### src/lpg_pkg.sv
`default_nettype none
// ----------------------------------------------------------------------------
// lpg_pkg: shared types, constants and table functions
// widths of the register and word fields, register indexes, stage enables
// and the exact integer sine table builder evaluated at elaboration
// ----------------------------------------------------------------------------
package lpg_pkg;

  localparam int RADIUS_W  = 15;
  localparam int ANGLE_W   = 32;
  localparam int COUNT_W   = 17;
  localparam int INDEX_W   = 16;
  localparam int COORD_W   = 16;
  localparam int SAMPLE_W  = 15;
  localparam int CFG_IDX_W = 3;
  localparam int CFG_DATA_W = 32;

  // register indexes
  localparam logic [CFG_IDX_W-1:0] CFG_RADIUS       = 3'd0;
  localparam logic [CFG_IDX_W-1:0] CFG_X_ANGLE_STEP = 3'd1;
  localparam logic [CFG_IDX_W-1:0] CFG_Y_ANGLE_STEP = 3'd2;
  localparam logic [CFG_IDX_W-1:0] CFG_X_PHASE      = 3'd3;
  localparam logic [CFG_IDX_W-1:0] CFG_POINT_COUNT  = 3'd4;

  localparam logic [RADIUS_W-1:0] RADIUS_RST = 15'd16384;
  localparam logic [COUNT_W-1:0]  COUNT_RST  = 17'd1000;

  localparam logic [ANGLE_W-1:0] QUARTER_TURN = 32'h4000_0000;

  // pi in q62
  localparam logic [63:0] PI_Q62 = 64'hC90F_DAA2_2168_C234;

  // load enables of the pipeline stages behind the input register
  typedef struct packed {
    logic s2;
    logic s3;
    logic s4;
    logic s5;
  } stage_en_t;

  // (a*b) >> sh, optionally rounded half up
  function automatic logic [63:0] mul_shift(input logic [63:0] a, input logic [63:0] b,
                                            input int unsigned sh, input logic rnd);
    logic [127:0] p;
    p = {64'd0, a} * {64'd0, b};
    if (rnd) begin
      p = p + (128'd1 << (sh - 1));
    end
    return 64'(p >> sh);
  endfunction

  // floor(n / d), shift and subtract, only run while the table is built
  function automatic logic [63:0] div_u64(input logic [63:0] n, input logic [63:0] d);
    logic [63:0] q;
    logic [64:0] r;
    q = '0;
    r = '0;
    for (int b = 63; b >= 0; b--) begin
      r = {r[63:0], n[b]};
      if (r >= {1'b0, d}) begin
        r    = r - {1'b0, d};
        q[b] = 1'b1;
      end
    end
    return q;
  endfunction

  // sin(x) for 0 <= x <= pi/2, q62 in and out, taylor series
  function automatic logic [63:0] sin_q62(input logic [63:0] x);
    logic [63:0] x2;
    logic [63:0] term;
    logic [63:0] sum;
    logic [63:0] den;
    x2   = mul_shift(x, x, 62, 1'b0);
    term = x;
    sum  = x;
    for (int i = 1; i <= 13; i++) begin
      den  = 64'((2 * i) * (2 * i + 1));
      term = div_u64(mul_shift(term, x2, 62, 1'b0), den);
      if (i[0]) begin
        sum = sum - term;
      end else begin
        sum = sum + term;
      end
    end
    return sum;
  endfunction

  // quarter-wave entry k: round(32767*sin(2*pi*(k+0.5)/2^(qtb+2)))
  function automatic logic [SAMPLE_W-1:0] sine_entry(input int unsigned k,
                                                     input int unsigned qtb);
    logic [63:0] theta;
    logic [63:0] val;
    theta = mul_shift(PI_Q62, 64'(2 * k + 1), qtb + 2, 1'b0);
    val   = mul_shift(sin_q62(theta), 64'd32767, 62, 1'b1);
    return val[SAMPLE_W-1:0];
  endfunction

endpackage
`default_nettype wire

### src/lpg_scale.sv
`default_nettype none
// ----------------------------------------------------------------------------
// lpg_scale: radius scaling and output coordinate register
// applies the sign, multiplies by the radius, floor shift by 15
// ----------------------------------------------------------------------------
module lpg_scale
  import lpg_pkg::*;
(
  input  wire                        clk,
  input  stage_en_t                  stage_en,
  input  wire [RADIUS_W-1:0]         radius,
  input  wire [SAMPLE_W-1:0]         x_mag,
  input  wire                        x_neg,
  input  wire [SAMPLE_W-1:0]         y_mag,
  input  wire                        y_neg,
  output logic signed [COORD_W-1:0]  x_coord,
  output logic signed [COORD_W-1:0]  y_coord
);

  localparam int PROD_W = 2 * COORD_W;

  logic signed [COORD_W-1:0] x_val;
  logic signed [COORD_W-1:0] y_val;
  logic signed [COORD_W-1:0] rad_s;
  logic signed [PROD_W-1:0]  x_prod_nxt;
  logic signed [PROD_W-1:0]  y_prod_nxt;
  logic signed [PROD_W-1:0]  x_prod_r;
  logic signed [PROD_W-1:0]  y_prod_r;

  assign rad_s = signed'({1'b0, radius});
  assign x_val = x_neg ? -signed'({1'b0, x_mag}) : signed'({1'b0, x_mag});
  assign y_val = y_neg ? -signed'({1'b0, y_mag}) : signed'({1'b0, y_mag});

  assign x_prod_nxt = rad_s * x_val;
  assign y_prod_nxt = rad_s * y_val;

  always_ff @(posedge clk) begin
    if (stage_en.s5) begin
      x_prod_r <= x_prod_nxt;
      y_prod_r <= y_prod_nxt;
    end
  end

  // |product| < 2^30, so bits 30:15 are the floor-shifted value
  assign x_coord = x_prod_r[COORD_W+SAMPLE_W-1:SAMPLE_W];
  assign y_coord = y_prod_r[COORD_W+SAMPLE_W-1:SAMPLE_W];

endmodule
`default_nettype wire

### config.mk
export PLATFORM = sky130hd
export DESIGN_NAME = lpg_scale
export DESIGN_NICKNAME = d
export VERILOG_FILES = /design/src/lpg_pkg.sv /design/src/lpg_scale.sv
export SDC_FILE = /design/constraint.sdc
export NUM_CORES = 1
export LEC_CHECK = 0
export BUFFER_PORTS_ARGS = -buffer_cell sky130_fd_sc_hd__buf_2
export CAP_MARGIN = 10
export CORE_ASPECT_RATIO = 1.75
export CORE_MARGIN = 8
export CORE_UTILIZATION = 42
export CTS_BUF_LIST = sky130_fd_sc_hd__clkbuf_8
export DETAILED_ROUTE_END_ITERATION = 8
export GPL_TIMING_DRIVEN = 0
export SLEW_MARGIN = 20
export SYNTH_ARGS = -nofsm -noshare
export SYNTH_HDL_FRONTEND = slang
export SYNTH_SLANG_ARGS = --single-unit
export TNS_END_PERCENT = 100
### constraint.sdc
create_clock -name clk -period 9.3 [get_ports clk]
set_input_delay 0 -clock clk [delete_from_list [all_inputs] [get_ports clk]]
set_output_delay 0 -clock clk [all_outputs]
set_load 0.02 [all_outputs]
## Word-level counts from Yosys, hierarchy flattened

Cells that the tools add are included.

- ROM bits: 0
- Input port bits: 52
- Bits in writable memories: 0
- Output and inout port bits: 32
- Flip-flop bits (word level): 62
- Logic and storage cells: 8
- Latch bits: 0
- Memories kept: 0

- Reductions and logical operators: 0
- Add/subtract/negate cells: 2
- Shifts and indexed selects: 0
- $lt $le $gt $ge: 0
- Bitwise gates (word level): 0
- Muxes and demuxes: 2
- Multipliers: 2
- Eq/ne operators: 0
- Div/mod/pow operators: 0

Operators with widths:

| operator | count |
|---|---|
| $mul 16x16->31 | 2 |
| $mux 16 | 2 |
| $neg 15->16 | 2 |

## Depth between registers and ports, before layout

- Depth in word-level cells: 3
- Depth in mapped cells: 30
- Mapped depth without buffers: 27

## Worst setup path before layout

No wires, ideal clock.

- Path kind: input -> register
- Start: in x_mag[0]
- End: reg x_prod_r[20] (data pin)
- Data required time: 9.041 ns
- Stages on the path: 29
- Buffers on the path: 2
- Data arrival time: 6.401 ns
- Setup time: 0.259 ns
- Setup slack: 2.640 ns
- Cell sequence: clkbuf_1 > inv_1 > ha_1 > nand2b_1 > nand2b_1 > nand2b_1 > o21ai_0 > xnor2_1 > clkbuf_1 > nand2_1 > fa_1 > inv_1 > fa_1 > inv_1 > fa_1 > inv_1 > fa_1 > fa_1 > inv_1 > fa_1 > inv_1 > ha_1 > a211oi_1 > o22ai_1 > a2111oi_0 > a21boi_0 > a21o_1 > a21oi_1 > xnor2_1

- Word-level cells in the longest chain between the ends: 3

RTL lines:

| item | line | RTL |
|---|---|---|
| start, declared | lpg_scale.sv:12 | `input wire [SAMPLE_W-1:0] x_mag,` |
| $neg 15->16 | lpg_scale.sv:31 | `assign x_val = x_neg ? -signed'({1'b0, x_mag}) : signed'({1'b0, x_mag});` |
| $mux 16 * | lpg_scale.sv:31 |  |
| $mul 16x16->31 * | lpg_scale.sv:34 | `assign x_prod_nxt = rad_s * x_val;` |
| named net x_prod_nxt[20] | lpg_scale.sv:25 | `logic signed [PROD_W-1:0] x_prod_nxt;` |
| end signal, assigned | lpg_scale.sv:39 | `x_prod_r <= x_prod_nxt;` |
| end, declared | lpg_scale.sv:27 | `logic signed [PROD_W-1:0] x_prod_r;` |

Mark *: on every way through the listed nets, which the timed path passes. The rest lies on a longest branch.
A chain may end at the register's enable or synchronous reset.

## Worst setup path in the final report

- Start: in x_mag[0]
- End: reg x_prod_r[29] (data pin)

The elaborated chain is that of the path after synthesis.

==> results.toml <==
[status]
outcome = "finished clean"

[global_routing]
grt_pass1_wl_microns = 77800
grt_overflow_total = 0
pin_count_of_the_biggest_net_entering_global_routing = 33
number_of_global_route_vias_before_repair = 14800
antenna_found_initial = 3
globalRouteTotalUtil_pct = 20.9

[yosys]
postSynthRegisterBits = 32
synth_cell_type_count = 58
synth_fp_nets = 2573
yosysWarnings = 0
synth.avg_cell_area_sq_um = 9.07
postSynth.topFlopCell = "edfxtp_1"
syn_inst = 1935
mappedNetlistArea_sq_mm = 0.0175
ys_seq_area_share_pct = 5.48
ys_async_sr_fraction_pct = 0
synth-edff-count = 32

[routing]
drtAntennaViolNets = 0
detail_route.vias_per_cell = 5.22
detailroute.via_count = 13500
post_drt_wl_per_cell_microns = 18.9
drt_pass1_iterations = 5
detail_route.drc_violations = 0
first_iter_violations = 671
postRouteWirelength_microns = 48700

[floorplan]
top_level_ports = 84
core_area_sq_mm = 0.0415
floorplan.rows = 99
initial_utilization_pct = 42.3
dieWidth_microns = 170
full_die_area_sq_mm = 0.0488
dieHeight_microns = 286

[final_layout]
num-nets-final = 2658
instances_no_fill = 2578
finalInstanceArea_sq_mm = 0.0187
final_layout_size_suffix_gt1_share_pct = 5.54
synthesis_to_layout_area_growth_pct = 6.66

[placed_design]
hpwlAfterDp_microns = 41900
place.gp.congestion = 0.882
placedInstanceArea_sq_mm = 0.0186
dpl.cell_count = 2568
io_buffers = 78

[critical_path]
slowest_delay_ns = 0.68
arrival_ns = 8.13
cp-start-kind = "primary input"
critical_path.max_fanout = 10
critical_path_required_ns = 9.38
worst_setup_path_end_kind = "register"
worst_path_max_delay_cell = "a2111oi_0"
setup.worst_path.class = "in2reg"

[clock_network]
clkTransAtPathRegs_ns = 0.10
cts_resized = 0
clock-root-buffer = "clkbuf_8"
h_tree_depth = 2
post_cts.repair.setup_buffers = 0
cts_stage_hold_buffer_count = 0
max-clock-path-buffers = 2
tritoncts = "yes"
cts.sinks = 32
tritoncts.num_buffers = 5

[sta]
fmaxAchievable_ghz = 0.124
slew_viol_final = 0
final-setup-viol-count = 0
worst_slew_pin_tran_ns = 0.949
period_minus_slack_ns = 8.05
grt_setup_unrepaired = "no"
hold_viol = 0
final_min_period_over_clock_period_pct = 86.6
tns_ns = 0
timing.max_slew.rel_slack_pct = 36.3

[run]
maxCapViolations = 0

[hold_path]
hp-class = "in2reg"
==> cells in the mapped netlist (2+ instances only) <==
cell	n	share of area [%]
o41ai_1	4	0.20
nand2b_1	20	0.71
nand3_1	7	0.20
and2_1	140	5.0
ha_1	228	16
a2111oi_0	4	0.20
and3_1	6	0.21
xnor2_1	45	2.2
edfxtp_1	32	5.5
a21o_1	20	0.86
xor2_1	19	0.95
buf_2	2	0.057
nand2_1	227	4.9
o31ai_1	6	0.26
o21ai_1	4	0.11
nor3_1	7	0.20
or3_1	7	0.25
o211ai_1	5	0.21
a31o_2	3	0.15
or2_2	11	0.39
a21boi_0	4	0.17
clkbuf_1	79	1.7
a211oi_1	7	0.30
o21ai_0	29	0.83
nor2b_1	103	3.7
nor4_1	2	0.071
mux2i_1	3	0.17
and2b_1	5	0.21
fa_1	358	41
o21a_1	3	0.13
nor2_1	35	0.75
o31ai_4	2	0.24
a21oi_1	33	0.94
nand4_1	7	0.25
buf_6	2	0.13
a221oi_1	2	0.10
a31oi_1	5	0.18
inv_1	439	9.4
==> critical path: cells and delay by family <==
| kind | cells | cell delay [ns] |
|---|---|---|
| buffers and inverters | 9 | 1.32 |
| XOR/XNOR | 2 | 0.69 |
| AND/OR/NAND/NOR | 6 | 1.04 |
| adder cells (fa/ha/maj) | 8 | 3.53 |
| AO/OA/AOI/OAI | 5 | 1.56 |
==> cells in the final DEF, fill, tap and decap left out, drive strengths merged, types with 3 or more instances in the layout <==
master,synthesis,routed
inv,439,439
fa,358,358
ha,228,228
nand2,227,227
and2,141,141
nor2b,103,103
clkbuf,79,84
buf,5,83
xnor2,45,45
nor2,35,35
a21oi,33,33
o21ai,33,33
edfxtp,32,32
nand2b,21,21
a21o,20,20
xor2,20,20
or2,12,12
o31ai,9,9
a211oi,8,8
or3,7,7
nor3,7,7
nand3,7,7
nand4,7,7
and3,6,6
and2b,5,5
a31oi,5,5
o211ai,5,5
a21boi,4,4
o41ai,4,4
a2111oi,4,4
diode,0,3
mux2i,3,3
o21a,3,3
a31o,3,3
nor4,3,3
==> final timing paths <==
path / startpoint / to / slack, ns / depth (start not counted)
worst max-delay path: x_mag[0] / x_prod_r[29] / 1.25 / 30
worst min-delay path: stage_en[0] / y_prod_r[25] / 0.29 / 1
==> per-stage QoR <==
step           setup slack, ns  hold WS [ns]  util (%)
6_report                  1.25         0.292      45.1
5_1_grt                  0.774         0.343      45.1
4_1_cts                   1.28         0.337      45.1
3_5_place_dp             0.949         0.448      44.9
3_3_place_gp              1.00         0.447      44.9
2_1_floorplan             2.64         0.112         -
==> flip-flops by register name, summed over array words and instances, names as in the netlist <==
signal,flops
x_prod_r,16
y_prod_r,16
==> logic make-up after synthesis <==
group                    count (synthesis)  synth area share [%]
AND/OR/NAND/NOR                        585                  17.2
flip-flops                              32                  5.48
multiplexers                             3                 0.171
adder cells (fa/ha/maj)                586                  57.1
buffers and inverters                  523                  11.3
AO/OA/AOI/OAI                          141                  5.43
XOR/XNOR                                65                  3.29
==> final cells by class <==
class	instances	area, sq um
sequential	32	961
fill	4130	22800
timing repair buffer	78	390
inverter	439	1650
clock buffer	5	68.8
antenna	3	7.51
buffer	84	333
multi-input combinational	1380	14600
clock inverter	2	7.51
tap	555	694
==> routing by layer <==
| metal | wire [microns] | track usage, % | part of all wire [%] |
|---|---|---|---|
| met1 | 17000 | 22.3 | 35 |
| met2 | 26200 | 38.6 | 54 |
| met3 | 2590 | 2.88 | 5.3 |
| met4 | 2890 | 12.1 | 5.9 |
| met5 | 0 | 0 | 0 |
Power is left out: the tool's default activity adds up to more than one toggle a clock period on the data nets, which glitch-free logic cannot reach.
