File: config.mk
export PLATFORM = sky130hd
export DESIGN_NAME = lpg_angle
export DESIGN_NICKNAME = d
export VERILOG_FILES = /design/src/lpg_pkg.sv /design/src/lpg_angle.sv
export SDC_FILE = /design/constraint.sdc
export NUM_CORES = 2
export LEC_CHECK = 0
export ABC_AREA = 1
export ABC_CLOCK_PERIOD_IN_PS = 14200
export BUFFER_PORTS_ARGS = -buffer_cell sky130_fd_sc_hd__buf_4
export CAP_MARGIN = 15
export CORE_ASPECT_RATIO = 1.4
export CORE_MARGIN = 5
export CORE_UTILIZATION = 27
export CTS_CLUSTER_DIAMETER = 50
export DETAILED_ROUTE_END_ITERATION = 8
export GPL_ROUTABILITY_DRIVEN = 0
export SLEW_MARGIN = 20
export SYNTH_ARGS = -nofsm -noshare
export SYNTH_HDL_FRONTEND = slang
export SYNTH_SLANG_ARGS = --single-unit
export TNS_END_PERCENT = 100
File: constraint.sdc
create_clock -name clk -period 14.2 [get_ports clk]
set_input_delay 0 -clock clk [delete_from_list [all_inputs] [get_ports clk]]
set_output_delay 0 -clock clk [all_outputs]
set_load 0.01 [all_outputs]
File: src/lpg_pkg.sv
`default_nettype none
// ----------------------------------------------------------------------------
// lpg_pkg: shared types, constants and table functions
// widths of the register and word fields, register indexes, stage enables
// and the exact integer sine table builder evaluated at elaboration
// ----------------------------------------------------------------------------
package lpg_pkg;

  localparam int RADIUS_W  = 15;
  localparam int ANGLE_W   = 32;
  localparam int COUNT_W   = 17;
  localparam int INDEX_W   = 16;
  localparam int COORD_W   = 16;
  localparam int SAMPLE_W  = 15;
  localparam int CFG_IDX_W = 3;
  localparam int CFG_DATA_W = 32;

  // register indexes
  localparam logic [CFG_IDX_W-1:0] CFG_RADIUS       = 3'd0;
  localparam logic [CFG_IDX_W-1:0] CFG_X_ANGLE_STEP = 3'd1;
  localparam logic [CFG_IDX_W-1:0] CFG_Y_ANGLE_STEP = 3'd2;
  localparam logic [CFG_IDX_W-1:0] CFG_X_PHASE      = 3'd3;
  localparam logic [CFG_IDX_W-1:0] CFG_POINT_COUNT  = 3'd4;

  localparam logic [RADIUS_W-1:0] RADIUS_RST = 15'd16384;
  localparam logic [COUNT_W-1:0]  COUNT_RST  = 17'd1000;

  localparam logic [ANGLE_W-1:0] QUARTER_TURN = 32'h4000_0000;

  // pi in q62
  localparam logic [63:0] PI_Q62 = 64'hC90F_DAA2_2168_C234;

  // load enables of the pipeline stages behind the input register
  typedef struct packed {
    logic s2;
    logic s3;
    logic s4;
    logic s5;
  } stage_en_t;

  // (a*b) >> sh, optionally rounded half up
  function automatic logic [63:0] mul_shift(input logic [63:0] a, input logic [63:0] b,
                                            input int unsigned sh, input logic rnd);
    logic [127:0] p;
    p = {64'd0, a} * {64'd0, b};
    if (rnd) begin
      p = p + (128'd1 << (sh - 1));
    end
    return 64'(p >> sh);
  endfunction

  // floor(n / d), shift and subtract, only run while the table is built
  function automatic logic [63:0] div_u64(input logic [63:0] n, input logic [63:0] d);
    logic [63:0] q;
    logic [64:0] r;
    q = '0;
    r = '0;
    for (int b = 63; b >= 0; b--) begin
      r = {r[63:0], n[b]};
      if (r >= {1'b0, d}) begin
        r    = r - {1'b0, d};
        q[b] = 1'b1;
      end
    end
    return q;
  endfunction

  // sin(x) for 0 <= x <= pi/2, q62 in and out, taylor series
  function automatic logic [63:0] sin_q62(input logic [63:0] x);
    logic [63:0] x2;
    logic [63:0] term;
    logic [63:0] sum;
    logic [63:0] den;
    x2   = mul_shift(x, x, 62, 1'b0);
    term = x;
    sum  = x;
    for (int i = 1; i <= 13; i++) begin
      den  = 64'((2 * i) * (2 * i + 1));
      term = div_u64(mul_shift(term, x2, 62, 1'b0), den);
      if (i[0]) begin
        sum = sum - term;
      end else begin
        sum = sum + term;
      end
    end
    return sum;
  endfunction

  // quarter-wave entry k: round(32767*sin(2*pi*(k+0.5)/2^(qtb+2)))
  function automatic logic [SAMPLE_W-1:0] sine_entry(input int unsigned k,
                                                     input int unsigned qtb);
    logic [63:0] theta;
    logic [63:0] val;
    theta = mul_shift(PI_Q62, 64'(2 * k + 1), qtb + 2, 1'b0);
    val   = mul_shift(sin_q62(theta), 64'd32767, 62, 1'b1);
    return val[SAMPLE_W-1:0];
  endfunction

endpackage
`default_nettype wire

File: src/lpg_angle.sv
`default_nettype none
// ----------------------------------------------------------------------------
// lpg_angle: angle multiply and table address stages
// stage 2 multiplies the index by both steps, stage 3 adds the phase and
// folds the angle into a quarter-wave address and a sign
// ----------------------------------------------------------------------------
module lpg_angle
  import lpg_pkg::*;
#(
  parameter int IDX_W              = 16,
  parameter int QUARTER_TABLE_BITS = 10
) (
  input  wire                          clk,
  input  stage_en_t                    stage_en,
  input  wire [IDX_W-1:0]              idx,
  input  wire [ANGLE_W-1:0]            x_angle_step,
  input  wire [ANGLE_W-1:0]            y_angle_step,
  input  wire [ANGLE_W-1:0]            x_phase,
  output logic [QUARTER_TABLE_BITS-1:0] x_addr,
  output logic                          x_neg,
  output logic [QUARTER_TABLE_BITS-1:0] y_addr,
  output logic                          y_neg
);

  localparam int PW = QUARTER_TABLE_BITS + 2;

  logic [IDX_W+ANGLE_W-1:0] x_full;
  logic [IDX_W+ANGLE_W-1:0] y_full;
  logic [ANGLE_W-1:0]       x_prod_r;
  logic [ANGLE_W-1:0]       y_prod_r;
  logic [ANGLE_W-1:0]       x_angle;
  logic [PW-1:0]            x_p;
  logic [PW-1:0]            y_p;
  logic [QUARTER_TABLE_BITS-1:0] x_addr_nxt;
  logic [QUARTER_TABLE_BITS-1:0] y_addr_nxt;
  logic [QUARTER_TABLE_BITS-1:0] x_addr_r;
  logic [QUARTER_TABLE_BITS-1:0] y_addr_r;
  logic                          x_neg_r;
  logic                          y_neg_r;

  assign x_full = {{ANGLE_W{1'b0}}, idx} * {{IDX_W{1'b0}}, x_angle_step};
  assign y_full = {{ANGLE_W{1'b0}}, idx} * {{IDX_W{1'b0}}, y_angle_step};

  always_ff @(posedge clk) begin
    if (stage_en.s2) begin
      x_prod_r <= x_full[ANGLE_W-1:0];
      y_prod_r <= y_full[ANGLE_W-1:0];
    end
  end

  // cosine is the sine a quarter turn on
  assign x_angle = x_prod_r + x_phase + QUARTER_TURN;
  assign x_p     = x_angle[ANGLE_W-1 -: PW];
  assign y_p     = y_prod_r[ANGLE_W-1 -: PW];

  // odd quadrants read the table mirrored
  assign x_addr_nxt = x_p[QUARTER_TABLE_BITS] ? ~x_p[QUARTER_TABLE_BITS-1:0]
                                              : x_p[QUARTER_TABLE_BITS-1:0];
  assign y_addr_nxt = y_p[QUARTER_TABLE_BITS] ? ~y_p[QUARTER_TABLE_BITS-1:0]
                                              : y_p[QUARTER_TABLE_BITS-1:0];

  always_ff @(posedge clk) begin
    if (stage_en.s3) begin
      x_addr_r <= x_addr_nxt;
      y_addr_r <= y_addr_nxt;
      x_neg_r  <= x_p[PW-1];
      y_neg_r  <= y_p[PW-1];
    end
  end

  assign x_addr = x_addr_r;
  assign y_addr = y_addr_r;
  assign x_neg  = x_neg_r;
  assign y_neg  = y_neg_r;

endmodule
`default_nettype wire

* After elaboration in Yosys (flattened, before gate mapping)
Cells that the tools add are included.
Storage, ports and cells: output and inout bits 22, logic and storage cells 14, input bits 117, register bits after elaboration 86
Cells by class: multiplexer cells 2, add/subtract/negate cells 2, $mul 2, bitwise logic cells 2
Operator list (number):
- $mul A16 B32 Y32 | 2
- $add A32 B31 Y32 const B | 1
- $add A32 B32 Y32 | 1
- $mux W10 | 2
- $not A10 Y10 | 2

* Longest topological paths before layout
depth in word-level cells 4, gate-level depth with buffers 30

* Least setup slack after synthesis
Ideal clock, no wire load.
kind input -> register, from in idx[7], to reg y_prod_r[30], data pin, setup slack 8820 ps, library setup time 252 ps, arrival time 5128 ps, data required time 13948 ps, path buffers 3, cell stages on the path 21, cell sequence clkbuf_1 -> clkbuf_1 -> buf_1 -> nand2_1 -> fa_1 -> inv_1 -> fa_1 -> fa_1 -> fa_1 -> fa_1 -> inv_1 -> fa_1 -> inv_1 -> ha_1 -> nand2_1 -> nor4_1 -> o211ai_1 -> nand3_2 -> nand3_1 -> nand3_1 -> nand2_1
On the way: word-level cells in the longest chain between the ends 1
Ends and longest elaborated chain:
- start, declared | RTL line lpg_angle.sv:15 | input wire [IDX_W-1:0] idx,
- $mul A16 B32 Y32 | RTL line lpg_angle.sv:42 | assign y_full = {{ANGLE_W{1'b0}}, idx} * {{IDX_W{1'b0}}, y_angle_step};
- named net y_full[30] | RTL line lpg_angle.sv:28 | logic [IDX_W+ANGLE_W-1:0] y_full;
- end signal, assigned | RTL line lpg_angle.sv:47 | y_prod_r <= y_full[ANGLE_W-1:0];
- end, declared | RTL line lpg_angle.sv:30 | logic [ANGLE_W-1:0] y_prod_r;
The timed path passes the listed nets, and every way through them passes these cells. A chain may end at the register's enable or synchronous reset.

* Worst setup path in the final report
from in idx[1], to reg y_prod_r[31], data pin
Same word-level chain as after synthesis.

==> key figures <==
Finish
  • Share of cells above drive strength 1: 0.0469
  • Final non-filler cell total: 5,160
  • Final #Nets: 4,700
  • Filler Cells Inserted: 11,300
  • Area growth, synth to finish: 8.25%
  • Final Util: 0.294

Clocking
  • CTS Buf Count: 9
  • Post-CTS sizing: 0
  • # clock sinks: 66
  • Clk slew on worst S/H paths: 0.07 ns
  • Clk buf depth: 2
  • Postcts setup bufs: 0
  • CTS root buffer: clkbuf_16
  • Htree depth: 3
  • TritonCTS clock tree: built
  • CTS Hold Bufs: 0
  • Clk_lat worst skew: 0.41 ns

Setup path
  • CP max FO: 61
  • Reg2reg end: x_addr[5]
  • Critical path class: input pin to register
  • Reg2Reg Setup Slack: 11.37 ns
  • CP Launch Type: input pin
  • CP arrival: 5.83 ns
  • Critical path required time: 14.33 ns
  • Endpoint class of the critical path: register
  • Worst r2r path cells: 13
  • Reg2reg start: x_prod_r[13]

Detailed routing
  • Wire length on met1: 32,600 um
  • Drt total wl: 83,400 um
  • Detailed-route wire length per cell: 16.2 um
  • DRC viols: 0
  • Vias per Instance: 4.51
  • Met2 Wirelength: 43,100 um
  • Vias: 23,300
  • DRT iter0 DRCs: 1,029
  • Detail Route Antenna Nets: 0
  • Highest routed metal layer: met5
  • Metal3 WL: 4410 um
  • DR pass1 iterations: 5

Worst hold path
  • Hold EP: x_addr[6]
  • Hold Path Depth: 1
  • HP Class: input pin to register
  • Hold path start: stage_en[2]

Global routing
  • Total Routing Usage GR: 0.149
  • Largest net degree at the start of global routing: 64
  • Vias in the first global route: 25,300
  • First-pass GRT wire length: 133,000 um
  • Grt ovf: 0
  • Antenna violations before repair: 10

Yosys
  • Register area share after synthesis: 0.0693
  • Net Count, Synth: 4,725
  • #FFs+latches synth: 66
  • Post-synth ARST share: 0
  • Synth unique cells: 43
  • Synthesized area: 28,600 sq um
  • Gate Count Post-Synth: 3,815
  • Ys flop type: edfxtp_1
  • EDFF count, synth: 66
  • Mean Syn Cell Area: 7.50 sq um
  • Ys Warns: 0

Floorplan
  • Die width: 285 um
  • Die H: 395 um
  • Site Rows: 141
  • Core Area: 105,000 sq um
  • Top Ports: 139
  • Starting Density: 0.271
  • Die area: 113,000 sq um

Timing
  • Max Freq: 175 MHz
  • Setup TNS: 0 ns
  • RSZ-0062 raised after global routing: no
  • Max Slew Vio Count: 0
  • Final worst path period need: 5.70 ns
  • Period utilisation layout: 0.401
  • Final setup fails: 0
  • Least-Margin Pin Slew: 0.970 ns
  • Slew Limit Headroom: 0.353
  • Hold Vio Cnt, Final: 0
  • Worst-case clock skew: 0.0303 ns

Placement
  • Port Buf Inserts: 136
  • Placed cells: 5,137
  • DP HPWL: 62,700 um

Run
  • Max-cap viol count: 0

Outcome
  • Status: finished, final reports clean
==> cells in the final DEF, fill, tap and decap left out, drive strengths merged, types with 2 or more instances in the layout <==
| cell type | Yosys | routed |
|---|---|---|
| nand2 | 1149 | 1149 |
| inv | 1116 | 1119 |
| fa | 607 | 607 |
| ha | 186 | 186 |
| buf | 44 | 136 |
| nor2 | 112 | 112 |
| nand3 | 105 | 105 |
| a21oi | 86 | 86 |
| edfxtp | 66 | 66 |
| o21ai | 50 | 50 |
| xor2 | 40 | 40 |
| nor3 | 22 | 22 |
| nand4 | 15 | 15 |
| nand3b | 14 | 14 |
| xnor2 | 14 | 14 |
| o21bai | 13 | 13 |
| a21o | 9 | 9 |
| clkbuf | 128 | 9 |
| a31oi | 8 | 8 |
| diode | 0 | 7 |
| o21a | 6 | 6 |
| nor4 | 5 | 5 |
| a21boi | 4 | 4 |
| o211ai | 3 | 3 |
| or2 | 3 | 3 |
| clkinv | 0 | 3 |
| o221ai | 2 | 2 |
| a221oi | 2 | 2 |
| and3 | 2 | 2 |
==> cell usage after synthesis, types with 3 or more instances <==
cell type / n / area (sq um)
clkbuf_1: 128 / 480
nand3_1: 95 / 475
or2_2: 3 / 18.8
o211ai_1: 3 / 22.5
nand2_2: 3 / 18.8
buf_1: 28 / 105
nor4_1: 4 / 25.0
xor2_1: 39 / 342
a21o_1: 9 / 67.6
xnor2_1: 14 / 123
nor2_1: 109 / 409
inv_1: 1113 / 4180
buf_2: 15 / 75.1
a21boi_0: 4 / 30.0
inv_2: 3 / 11.3
nand3b_1: 14 / 105
ha_1: 186 / 2330
nand4_1: 15 / 93.8
a21oi_1: 86 / 430
nor3_1: 20 / 100
edfxtp_1: 66 / 1980
a31oi_1: 8 / 50.1
fa_1: 607 / 12200
o21a_1: 6 / 45.0
nand2_1: 1146 / 4300
o21ai_0: 47 / 235
o21bai_1: 13 / 97.6
nand3_2: 10 / 100
==> per-layer routing <==
| metal | global-route usage | vias up |
|---|---|---|
| li1 | - | 10800 |
| met1 | 0.172 | 11600 |
| met2 | 0.278 | 641 |
| met3 | 0.0245 | 194 |
| met4 | 0.0527 | 6 |
| met5 | 0 | - |
==> how the worst max path moves through the flow <==
stage,from,cells past startpoint,endpoint
finish,idx[1],25,y_prod_r[31]
detailed placement,idx[2],25,y_prod_r[31]
global placement,idx[1],25,y_prod_r[31]
CTS,idx[2],25,y_prod_r[31]
floorplan,idx[7],21,y_prod_r[30]
global route,idx[1],25,y_prod_r[31]
==> registers in the layout, summed over array words and instances, names as in the netlist <==
signal    flops
x_prod_r     32
x_addr       10
y_prod_r     12
y_addr       10
y_neg         1
x_neg         1
==> worst max-delay path, stage by stage <==
cell	delay, ns
buf_4	0.70
nand2_1	0.18
fa_1	0.57
inv_1	0.05
fa_1	0.52
inv_1	0.06
fa_1	0.49
fa_1	0.57
inv_1	0.05
fa_1	0.48
inv_1	0.07
fa_1	0.54
inv_1	0.06
ha_1	0.36
nand2_1	0.14
nor3_1	0.15
inv_1	0.07
nor2_1	0.08
inv_1	0.05
nor2_1	0.10
nor2_1	0.05
nand2_1	0.25
inv_1	0.08
nand2_1	0.07
nand2_1	0.08
==> per-stage QoR <==
| step | worst slack [ns] | area, sq um | hold WS (ns) |
|---|---|---|---|
| after floorplan | 8.82 | 28600 | 0.112 |
| after global placement | 8.09 | 30600 | 0.412 |
| after detailed placement | 8.09 | 30600 | 0.408 |
| after CTS | 8.49 | 30900 | 0.0788 |
| after global routing | 8.17 | 30900 | 0.0875 |
| final | 8.50 | 31000 | 0.0891 |
==> area by class of cell <==
class	instances	area, sq um	area share
tap	1358	1700	0.0549
sequential	66	1980	0.0640
timing repair buffer	136	1020	0.0330
clock buffer	9	225	0.00728
multi-input combinational	2461	21700	0.702
inverter	1116	4190	0.135
clock inverter	7	76.3	0.00247
antenna	7	17.5	0.000566
==> kinds of logic (layout without fill, tap and decap cells) <==
group                      Yosys count  in the layout  share of synthesized area
adders and majority gates          793            793                      0.506
DFF                                 66             66                     0.0693
other                                0              7                          0
buffers and inverters             1288           1268                      0.170
AOI/OAI and AO/OA                  187            187                     0.0373
and+or+nand+nor                   1427           1427                      0.200
xor gates and xnor gates            54             54                     0.0168
Power is not shown: default switching activity piles up to over one toggle a cycle in this logic, so the estimate is an artifact.
